**src/rtl/bgre_pkg.sv**
```systemverilog
// shared constants, types and helpers of the binary grid run extractor
`default_nettype none

package bgre_pkg;

  localparam int MaxDim  = 128;
  localparam int PosW    = $clog2(MaxDim);
  localparam int DimW    = $clog2(MaxDim + 1);
  localparam int CfgIdxW = 2;

  localparam int FifoDepth = 8;
  localparam int FifoAw    = $clog2(FifoDepth);
  localparam int FifoCntW  = $clog2(FifoDepth + 1);

  localparam logic [CfgIdxW-1:0] CfgGridWidth  = CfgIdxW'(0);
  localparam logic [CfgIdxW-1:0] CfgGridHeight = CfgIdxW'(1);
  localparam logic [CfgIdxW-1:0] CfgMinRunLen  = CfgIdxW'(2);

  localparam logic DirHorizontal = 1'b0;
  localparam logic DirVertical   = 1'b1;

  typedef struct packed {
    logic            dir;
    logic [PosW-1:0] row;
    logic [PosW-1:0] col;
    logic [DimW-1:0] len;
    logic            last;
  } result_t;

  // line store entry: open flag and start row of the open vertical run
  typedef struct packed {
    logic            open;
    logic [PosW-1:0] start;
  } vent_t;

  function automatic logic [DimW-1:0] clamp_dim(input logic [DimW-1:0] v);
    logic [DimW-1:0] r;
    r = v;
    if (v == '0) begin
      r = DimW'(1);
    end else if (v > DimW'(MaxDim)) begin
      r = DimW'(MaxDim);
    end
    return r;
  endfunction

endpackage

`default_nettype wire

```
**src/rtl/bgre_if.sv**
```systemverilog
// valid/ready channel interfaces of the binary grid run extractor
`default_nettype none

interface bgre_pix_if;
  logic valid;
  logic ready;
  logic pixel_bit;

  modport source (output valid, output pixel_bit, input ready);
  modport sink (input valid, input pixel_bit, output ready);
endinterface

interface bgre_run_if;
  logic                      valid;
  logic                      ready;
  logic                      run_direction;
  logic [bgre_pkg::PosW-1:0] first_row;
  logic [bgre_pkg::PosW-1:0] start_column;
  logic [bgre_pkg::DimW-1:0] run_length;
  logic                      last_of_item;

  modport source (output valid, output run_direction, output first_row,
                  output start_column, output run_length, output last_of_item,
                  input ready);
  modport sink (input valid, input run_direction, input first_row,
                input start_column, input run_length, input last_of_item,
                output ready);
endinterface

interface bgre_cfg_if;
  logic                         valid;
  logic                         ready;
  logic [bgre_pkg::CfgIdxW-1:0] index;
  logic [bgre_pkg::DimW-1:0]    data;

  modport source (output valid, output index, output data, input ready);
  modport sink (input valid, input index, input data, output ready);
endinterface

`default_nettype wire

```
**src/rtl/binary_grid_run_extractor_unit.sv**
```systemverilog
// Binary grid run extractor: raster pixel stream in, closed runs out.
//
// pix_i carries one pixel word per handshake in raster order. run_o gives one
// word per reported run (direction, start row, start column, length) with
// last_of_item set on the final run caused by a pixel; a pixel closing both a
// horizontal and a vertical run gives the horizontal one first. cfg_i writes
// grid width (index 0), grid height (1) and minimum run length (2); writing a
// size restarts the grid and drops open runs. Write config only when idle.
// Pixels are taken one per cycle while the output queue has room. A pixel is
// read against the line store in the accept cycle, is held in the stage 1
// registers, and its runs are written from stage 1 into an 8-word output queue;
// run_o offers the queued runs in order, each taken on a valid/ready handshake.
// A same-column back-to-back access (width 1) is covered by write forwarding.
// pix_i.ready drops when the output queue could not take the runs of the
// pixel in stage 1 and of one more; a stalled receiver thus backs up into
// pix_i after a few words. Reset (and a size write) clears the counters and
// the per-column valid flags at once; there is no clearing pass. cfg_i is
// always ready.
`default_nettype none

module binary_grid_run_extractor_unit (
  input  wire             clk_i,
  input  wire             rst_ni,
  bgre_pix_if.sink        pix_i,
  bgre_cfg_if.sink        cfg_i,
  bgre_run_if.source      run_o
);

  localparam int PosW = bgre_pkg::PosW;
  localparam int DimW = bgre_pkg::DimW;

  // configuration
  logic [DimW-1:0] width_q, height_q, minlen_q;
  logic            cfg_acc, restart;

  assign cfg_i.ready = 1'b1;
  assign cfg_acc = cfg_i.valid & cfg_i.ready;
  assign restart = cfg_acc & ((cfg_i.index == bgre_pkg::CfgGridWidth) ||
                              (cfg_i.index == bgre_pkg::CfgGridHeight));

  always_ff @(posedge clk_i or negedge rst_ni) begin
    if (!rst_ni) begin
      width_q  <= DimW'(bgre_pkg::MaxDim);
      height_q <= DimW'(bgre_pkg::MaxDim);
      minlen_q <= DimW'(2);
    end else if (cfg_acc) begin
      unique case (cfg_i.index)
        bgre_pkg::CfgGridWidth:  width_q  <= bgre_pkg::clamp_dim(cfg_i.data);
        bgre_pkg::CfgGridHeight: height_q <= bgre_pkg::clamp_dim(cfg_i.data);
        bgre_pkg::CfgMinRunLen: begin
          minlen_q <= (cfg_i.data == '0) ? DimW'(1) : cfg_i.data;
        end
        default: ;
      endcase
    end
  end

  // stage 0: position counters and horizontal run
  logic [PosW-1:0] row_q, row_d, col_q, col_d;
  logic            h_open_q, h_open_d;
  logic [PosW-1:0] h_start_q, h_start_d;
  logic            in_acc, pix, last_col, last_row;
  logic            h_open_now, h_close, h_emit;
  logic [PosW-1:0] h_start_now;
  logic [DimW-1:0] h_end, h_len;

  assign in_acc   = pix_i.valid & pix_i.ready;
  assign pix      = pix_i.pixel_bit;
  assign last_col = ({1'b0, col_q} + DimW'(1)) >= width_q;
  assign last_row = ({1'b0, row_q} + DimW'(1)) >= height_q;

  always_comb begin
    h_open_now  = h_open_q | pix;
    h_start_now = h_open_q ? h_start_q : col_q;
    h_close     = h_open_now & (~pix | last_col);
    h_end       = {1'b0, col_q} + DimW'(pix);
    h_len       = h_end - {1'b0, h_start_now};
    h_emit      = h_close & (h_len >= minlen_q);
    h_open_d    = h_open_now & ~h_close;
    h_start_d   = h_close ? '0 : h_start_now;
    if (last_col) begin
      col_d = '0;
      row_d = last_row ? '0 : PosW'({1'b0, row_q} + DimW'(1));
    end else begin
      col_d = PosW'({1'b0, col_q} + DimW'(1));
      row_d = row_q;
    end
  end

  always_ff @(posedge clk_i or negedge rst_ni) begin
    if (!rst_ni) begin
      row_q     <= '0;
      col_q     <= '0;
      h_open_q  <= 1'b0;
      h_start_q <= '0;
    end else if (restart) begin
      row_q     <= '0;
      col_q     <= '0;
      h_open_q  <= 1'b0;
      h_start_q <= '0;
    end else if (in_acc) begin
      row_q     <= row_d;
      col_q     <= col_d;
      h_open_q  <= h_open_d;
      h_start_q <= h_start_d;
    end
  end

  // stage 1 registers
  logic              s1_v_q;
  logic              s1_pix_q, s1_last_row_q, s1_h_emit_q;
  logic [PosW-1:0]   s1_row_q, s1_col_q;
  bgre_pkg::result_t s1_h_q;

  always_ff @(posedge clk_i or negedge rst_ni) begin
    if (!rst_ni) begin
      s1_v_q <= 1'b0;
    end else begin
      s1_v_q <= in_acc;
    end
  end

  always_ff @(posedge clk_i) begin
    if (in_acc) begin
      s1_pix_q      <= pix;
      s1_last_row_q <= last_row;
      s1_h_emit_q   <= h_emit;
      s1_row_q      <= row_q;
      s1_col_q      <= col_q;
      s1_h_q.dir    <= bgre_pkg::DirHorizontal;
      s1_h_q.row    <= row_q;
      s1_h_q.col    <= h_start_now;
      s1_h_q.len    <= h_len;
      s1_h_q.last   <= 1'b0;
    end
  end

  // line store: read at accept, write back in stage 1
  bgre_pkg::vent_t          mem [bgre_pkg::MaxDim];
  bgre_pkg::vent_t          rdata_q, wdata, fwd_dat_q, v_ent;
  logic [bgre_pkg::MaxDim-1:0] vld_q;
  logic                     fwd_v_q;
  logic [PosW-1:0]          fwd_col_q;
  logic                     v_open, v_open_now, v_close, v_emit;
  logic [PosW-1:0]          v_start_now;
  logic [DimW-1:0]          v_end, v_len;

  always_ff @(posedge clk_i) begin
    if (s1_v_q) begin
      mem[s1_col_q] <= wdata;
    end
    if (in_acc) begin
      rdata_q <= mem[col_q];
    end
  end

  always_comb begin
    v_ent       = (fwd_v_q && (fwd_col_q == s1_col_q)) ? fwd_dat_q : rdata_q;
    v_open      = vld_q[s1_col_q] & v_ent.open;
    v_open_now  = v_open | s1_pix_q;
    v_start_now = v_open ? v_ent.start : s1_row_q;
    v_close     = v_open_now & (~s1_pix_q | s1_last_row_q);
    v_end       = {1'b0, s1_row_q} + DimW'(s1_pix_q);
    v_len       = v_end - {1'b0, v_start_now};
    v_emit      = s1_v_q & v_close & (v_len >= minlen_q);
    wdata.open  = v_open_now & ~v_close;
    wdata.start = (v_open_now & ~v_close) ? v_start_now : '0;
  end

  always_ff @(posedge clk_i or negedge rst_ni) begin
    if (!rst_ni) begin
      vld_q   <= '0;
      fwd_v_q <= 1'b0;
    end else if (restart) begin
      vld_q   <= '0;
      fwd_v_q <= 1'b0;
    end else if (s1_v_q) begin
      vld_q[s1_col_q] <= 1'b1;
      fwd_v_q         <= 1'b1;
    end
  end

  always_ff @(posedge clk_i) begin
    if (s1_v_q) begin
      fwd_col_q <= s1_col_q;
      fwd_dat_q <= wdata;
    end
  end

  // output queue
  bgre_pkg::result_t               fifo_q [bgre_pkg::FifoDepth];
  logic [bgre_pkg::FifoAw-1:0]     wr_ptr_q, rd_ptr_q, wr_ptr_nx;
  logic [bgre_pkg::FifoCntW-1:0]   cnt_q;
  bgre_pkg::result_t               v_res, h_res, head;
  logic                            push_h, push_v, pop;
  logic [1:0]                      n_push;

  assign push_h    = s1_v_q & s1_h_emit_q;
  assign push_v    = v_emit;
  assign n_push    = 2'(push_h) + 2'(push_v);
  assign wr_ptr_nx = bgre_pkg::FifoAw'(wr_ptr_q + 1'b1);
  assign pop       = run_o.valid & run_o.ready;

  always_comb begin
    h_res      = s1_h_q;
    h_res.last = ~push_v;
    v_res.dir  = bgre_pkg::DirVertical;
    v_res.row  = v_start_now;
    v_res.col  = s1_col_q;
    v_res.len  = v_len;
    v_res.last = 1'b1;
  end

  always_ff @(posedge clk_i) begin
    if (push_h) begin
      fifo_q[wr_ptr_q] <= h_res;
      if (push_v) begin
        fifo_q[wr_ptr_nx] <= v_res;
      end
    end else if (push_v) begin
      fifo_q[wr_ptr_q] <= v_res;
    end
  end

  always_ff @(posedge clk_i or negedge rst_ni) begin
    if (!rst_ni) begin
      wr_ptr_q <= '0;
      rd_ptr_q <= '0;
      cnt_q    <= '0;
    end else begin
      wr_ptr_q <= bgre_pkg::FifoAw'(wr_ptr_q + bgre_pkg::FifoAw'(n_push));
      rd_ptr_q <= bgre_pkg::FifoAw'(rd_ptr_q + bgre_pkg::FifoAw'(pop));
      cnt_q    <= bgre_pkg::FifoCntW'(cnt_q + bgre_pkg::FifoCntW'(n_push)
                                      - bgre_pkg::FifoCntW'(pop));
    end
  end

  // room for the runs of the pixel in stage 1 and of the one taken now
  assign pix_i.ready = s1_v_q ?
      (cnt_q <= bgre_pkg::FifoCntW'(bgre_pkg::FifoDepth - 4)) :
      (cnt_q <= bgre_pkg::FifoCntW'(bgre_pkg::FifoDepth - 2));

  assign head               = fifo_q[rd_ptr_q];
  assign run_o.valid        = (cnt_q != '0);
  assign run_o.run_direction = head.dir;
  assign run_o.first_row    = head.row;
  assign run_o.start_column = head.col;
  assign run_o.run_length   = head.len;
  assign run_o.last_of_item = head.last;

`ifndef SYNTHESIS
  a_fifo_bound: assert property (@(posedge clk_i) disable iff (!rst_ni)
    cnt_q <= bgre_pkg::FifoCntW'(bgre_pkg::FifoDepth))
    else $error("output queue overflow");

  a_col_in_grid: assert property (@(posedge clk_i) disable iff (!rst_ni)
    ({1'b0, col_q} < width_q) && ({1'b0, row_q} < height_q))
    else $error("raster position outside grid");

  a_row_end_closes: assert property (@(posedge clk_i) disable iff (!rst_ni)
    (in_acc && last_col && !restart) |=> !h_open_q)
    else $error("horizontal run left open across a row end");

  a_run_len_nonzero: assert property (@(posedge clk_i) disable iff (!rst_ni)
    run_o.valid |-> (run_o.run_length != '0))
    else $error("zero length run emitted");
`endif

endmodule

`default_nettype wire
```
**src/flat_wrapper.sv**
```systemverilog
// flat-port wrapper written by rule: the top's interface ports become plain ports
module binary_grid_run_extractor_unit_flat 
  (clk_i, rst_ni, pix_i_valid, pix_i_pixel_bit, pix_i_ready, cfg_i_valid, cfg_i_index, cfg_i_data, cfg_i_ready, run_o_valid, run_o_run_direction, run_o_first_row, run_o_start_column, run_o_run_length, run_o_last_of_item, run_o_ready);
  bgre_pix_if pix_i_i ();
  bgre_cfg_if cfg_i_i ();
  bgre_run_if run_o_i ();
  input  wire clk_i;
  input  wire rst_ni;
  input wire logic [$bits(pix_i_i.valid)-1:0] pix_i_valid;
  input wire logic [$bits(pix_i_i.pixel_bit)-1:0] pix_i_pixel_bit;
  output wire logic [$bits(pix_i_i.ready)-1:0] pix_i_ready;
  input wire logic [$bits(cfg_i_i.valid)-1:0] cfg_i_valid;
  input wire logic [$bits(cfg_i_i.index)-1:0] cfg_i_index;
  input wire logic [$bits(cfg_i_i.data)-1:0] cfg_i_data;
  output wire logic [$bits(cfg_i_i.ready)-1:0] cfg_i_ready;
  output wire logic [$bits(run_o_i.valid)-1:0] run_o_valid;
  output wire logic [$bits(run_o_i.run_direction)-1:0] run_o_run_direction;
  output wire logic [$bits(run_o_i.first_row)-1:0] run_o_first_row;
  output wire logic [$bits(run_o_i.start_column)-1:0] run_o_start_column;
  output wire logic [$bits(run_o_i.run_length)-1:0] run_o_run_length;
  output wire logic [$bits(run_o_i.last_of_item)-1:0] run_o_last_of_item;
  input wire logic [$bits(run_o_i.ready)-1:0] run_o_ready;
  assign pix_i_i.valid = pix_i_valid;
  assign pix_i_i.pixel_bit = pix_i_pixel_bit;
  assign pix_i_ready = pix_i_i.ready;
  assign cfg_i_i.valid = cfg_i_valid;
  assign cfg_i_i.index = cfg_i_index;
  assign cfg_i_i.data = cfg_i_data;
  assign cfg_i_ready = cfg_i_i.ready;
  assign run_o_valid = run_o_i.valid;
  assign run_o_run_direction = run_o_i.run_direction;
  assign run_o_first_row = run_o_i.first_row;
  assign run_o_start_column = run_o_i.start_column;
  assign run_o_run_length = run_o_i.run_length;
  assign run_o_last_of_item = run_o_i.last_of_item;
  assign run_o_i.ready = run_o_ready;
  binary_grid_run_extractor_unit u_core (.clk_i(clk_i), .rst_ni(rst_ni), .pix_i(pix_i_i), .cfg_i(cfg_i_i), .run_o(run_o_i));
endmodule
```
**config.mk**
```make
export PLATFORM = sky130hd
export DESIGN_NAME = binary_grid_run_extractor_unit_flat
export DESIGN_NICKNAME = d
export VERILOG_FILES = /design/src/rtl/bgre_pkg.sv /design/src/rtl/bgre_if.sv /design/src/rtl/binary_grid_run_extractor_unit.sv /design/src/flat_wrapper.sv
export SDC_FILE = /design/constraint.sdc
export NUM_CORES = 2
export LEC_CHECK = 0
export ABC_CLOCK_PERIOD_IN_PS = 17500
export BUFFER_PORTS_ARGS = -buffer_cell sky130_fd_sc_hd__buf_4
export CORE_MARGIN = 2
export CORE_UTILIZATION = 65
export DETAILED_ROUTE_END_ITERATION = 12
export PLACE_DENSITY = 0.81
export SLEW_MARGIN = 25
export SYNTH_ARGS = -nofsm -noshare
export SYNTH_HDL_FRONTEND = slang
export SYNTH_SLANG_ARGS = --single-unit
```
**constraint.sdc**
```tcl
create_clock -name clk_i -period 17.5 [get_ports clk_i]
set_clock_uncertainty 0.2 [all_clocks]
set_input_delay 0.875 -clock clk_i [delete_from_list [all_inputs] [get_ports clk_i]]
set_output_delay 0.875 -clock clk_i [all_outputs]
set_load 0.05 [all_outputs]
```
==> summary.md <==
| Metric | Value |
|---|---|
| Register area share after synthesis | `69.6%` |
| Pwr Total | `10.3 mW` |
| Core footprint | `93300 um^2` |
| Run status | `finished clean` |
| I/O pin cnt | `43` |
| Max FO, Critical Path | `34` |
| Antenna violations before repair | `5` |
| Hold Fails Final Rpt | `0` |
| Finished Cell Area | `67500 um^2` |
| Post-Syn Nets | `4087` |
| Die footprint | `96700 um^2` |
| P&R area growth vs syn | `10.1%` |
| Synth Cell Area | `61300 um^2` |
| Flip-flop and latch area | `42700 um^2` |
| GP Congestion | `0.968` |
| Crit-path slowest cell | `clkinv_1` |
| Mean Syn Cell Area | `15.4 um^2` |
| GR Overflow Total | `0` |
| Asr flop ratio synth | `12.8%` |
| Area after DPL | `62700 um^2` |
| Slew headroom | `17.1%` |
| PwrDens | `153 nW/um^2` |
| Fmax | `101 MHz` |
| MaxCap Viol Count | `0` |
| Global-route wire length before repair | `230 mm` |
| Commonest non-fill, non-tap cell in the layout | `edfxtp_1` |
| Hold crit path type | `in -> reg` |
| CP top delay family | `buffers and inverters` |
| NumNets Final | `4094` |
| Bufs and invs on worst path | `6` |
| Ys flop type | `edfxtp_1` |
| Pin count of the biggest net entering global routing | `122` |
| Die X-Extent | `311 um` |
| Worst IR Drop VDD | `0.152 mV` |
| Hold wc startpoint | `cfg_i_data[5]` |
| Fin Setup TNS | `0 ns` |
| DR vias | `37237` |
| CTS tree | `yes` |
| Clk pin slew, worst setup/hold paths | `0.06 ns` |
| FF+latch count, synth | `1457` |
| LEAKAGE | `22.8 nW` |
| Clk buf depth | `3` |
| Post-DRT Antenna Nets | `0` |
| Worst Setup SP | `u_core.s1_col_q[2]$_DFFE_PP_` |
| Vias in the first global route | `36773` |
| Final Max Tran Viols | `0` |
| Clock Sinks | `1457` |
| DRC marker count from the first detailed-route iteration | `5415` |
| Effective utilization at floorplan | `65.7%` |
| Critical path depth in cells | `30` |
| Layout fillers | `5612` |
| Worst r2r src | `u_core.s1_col_q[2]$_DFFE_PP_` |
| Worst path required time | `17.48 ns` |
| Insertion delay to the later sink of the worst-skew pair | `0.78 ns` |
| YS warnings | `0` |
| Area of the multi-input gates | `17500 um^2` |
| Startpoint Class | `flip-flop` |
| Final WL | `154 mm` |
| Worst slew pin tran | `1.24 ns` |
| Crit. End Element | `flip-flop` |
| Crit path kind | `reg -> reg` |
| Fin util | `72.3%` |
| GRT Resource Usage Total | `31.9%` |
| Via density | `6.93` |
| Synth cell types | `65` |
| Inserted Clock Buffers | `143` |
| Post-Synthesis Cells | `3990` |
| Post-CTS setup buffer count | `0` |
| # port buffers | `41` |
| Critical R2R Capture | `u_core.fifo_q[1][2]$_DFFE_PP_` |
| Final setup fails | `0` |
| DRC | `0` |
| Die Ht | `311 um` |
| Hpwl dp | `92.6 mm` |
| DR WL/cell | `28.6 um` |
| CTS Root Cell | `clkbuf_16` |
| Reg2reg path depth | `30` |
| Clock period minus worst slack | `9.92 ns` |
| Post-synth EDFFs | `1255` |
| Crit path largest cell delay | `1.03 ns` |
| Placement Rows | `112` |
| Commonest cells after routing, fill and taps aside | `edfxtp_1, nor2_1, mux2i_1` |
| Worst R2R Setup Slack | `7.58 ns` |
| H-Tree Level Count | `4` |
| Hold slack | `0.168 ns` |
| Share of cells above drive strength 1 | `16.6%` |
| Worst EP arrival | `9.90 ns` |
| DR pass1 iterations | `9` |
| RSZ-0062 raised after global routing | `false` |
| Critical Path Sink | `u_core.fifo_q[1][2]$_DFFE_PP_` |
| Post-route clock period utilization | `56.7%` |
==> through the flow <==
stage	cells	setup slack [ns]
after global routing	5368	7.24
after detailed placement	5105	7.75
after global placement	5104	8.01
after CTS	5368	7.61
final	5371	7.58
after floorplan	3990	10.41
==> worst min-delay path by stage <==
stage,endpoint,slack [ns],cells after the start
floorplan,u_core.fifo_q[2][23]$_SDFFE_PP1N_,0.22,2
global placement,u_core.fifo_q[0][23]$_SDFFE_PP1N_,0.25,2
detailed placement,u_core.fifo_q[6][23]$_SDFFE_PP1N_,0.24,2
CTS,u_core.minlen_q[5]$_DFFE_PN0P_,0.14,2
global route,u_core.minlen_q[6]$_DFFE_PN0P_,0.16,2
finish,u_core.minlen_q[5]$_DFFE_PN0P_,0.17,2
==> state kept, by name (all words and copies together) (netlist names), 7 cells and up <==
register	cells
u_core.fifo_q	192
u_core.mem	1024
u_core.rdata_q	8
u_core.fwd_dat_q	8
u_core.vld_q	128
u_core.col_q	7
u_core.minlen_q	8
u_core.s1_col_q	7
u_core.row_q	7
u_core.fwd_col_q	7
u_core.width_q	8
u_core.height_q	8
u_core.h_res	15
u_core.s1_row_q	7
u_core.h_start_q	7
==> cell families after synthesis <==
logic type	synth area share (%)
compound gates	7.37
xor+xnor	0.500
fa+ha+maj	1.70
buf+inv	2.19
flops	69.6
mux	12.7
other cells	0.00612
simple gates	5.89
==> where the power goes <==
part / switching, mW / internal (mW)
clock network: 1.33 / 1.71
registers: 0.141 / 4.19
logic: 1.92 / 1.03
total: 3.39 / 6.92
==> what timing repair did <==
action | in CTS | in global routing
endpoints found under the hold margin | 36 | 0
resized for setup | 0 | 0
hold buffers | 1 | 0
==> area by class of cell <==
| class | count | area share, % |
|---|---|---|
| diodes | 3 | 0.0111 |
| inverters | 94 | 0.527 |
| repair buffers | 89 | 1.08 |
| flip-flops and latches | 1457 | 63.3 |
| clock inverters | 57 | 0.970 |
| multi-input cells | 2212 | 25.9 |
| clock buffers | 205 | 5.89 |
| well taps | 1254 | 2.33 |
==> cells in the mapped netlist, types with 32 or more instances <==
| cell type | instances | area (um^2) |
|---|---|---|
| mux4_2 | 200 | 4500 |
| edfxtp_1 | 1255 | 37700 |
| clkbuf_1 | 135 | 507 |
| a211oi_1 | 32 | 240 |
| a21oi_1 | 211 | 1060 |
| nor2_1 | 481 | 1810 |
| dfrtp_1 | 183 | 4580 |
| nor3_1 | 67 | 335 |
| mux2_2 | 98 | 1100 |
| ha_1 | 77 | 963 |
| nand2_1 | 189 | 709 |
| o21ai_0 | 159 | 796 |
| buf_1 | 32 | 120 |
| inv_1 | 90 | 338 |
| o22ai_1 | 157 | 982 |
| buf_2 | 48 | 240 |
| mux2i_1 | 217 | 2170 |
| o221ai_1 | 64 | 561 |
==> layer usage <==
metal / vias to the layer above / wire length [um] / GRT usage [%]
met5: - / 16 / 0
met4: 2 / 6860 / 13.7
met3: 485 / 17400 / 6.96
met2: 2665 / 73800 / 50.5
met1: 18614 / 55600 / 43.4
li1: 15471 / - / -
==> worst register-to-register path: cells and delay by family (launching register included) <==
| kind | cells | cell delay (ns) |
|---|---|---|
| AO/OA/AOI/OAI | 10 | 1.90 |
| XOR/XNOR | 1 | 0.59 |
| adder cells (fa/ha/maj) | 5 | 1.55 |
| buffers and inverters | 6 | 2.01 |
| flip-flops | 1 | 0.89 |
| multiplexers | 1 | 0.31 |
| AND/OR/NAND/NOR | 7 | 1.88 |
(Power assumes the default switching activity.)
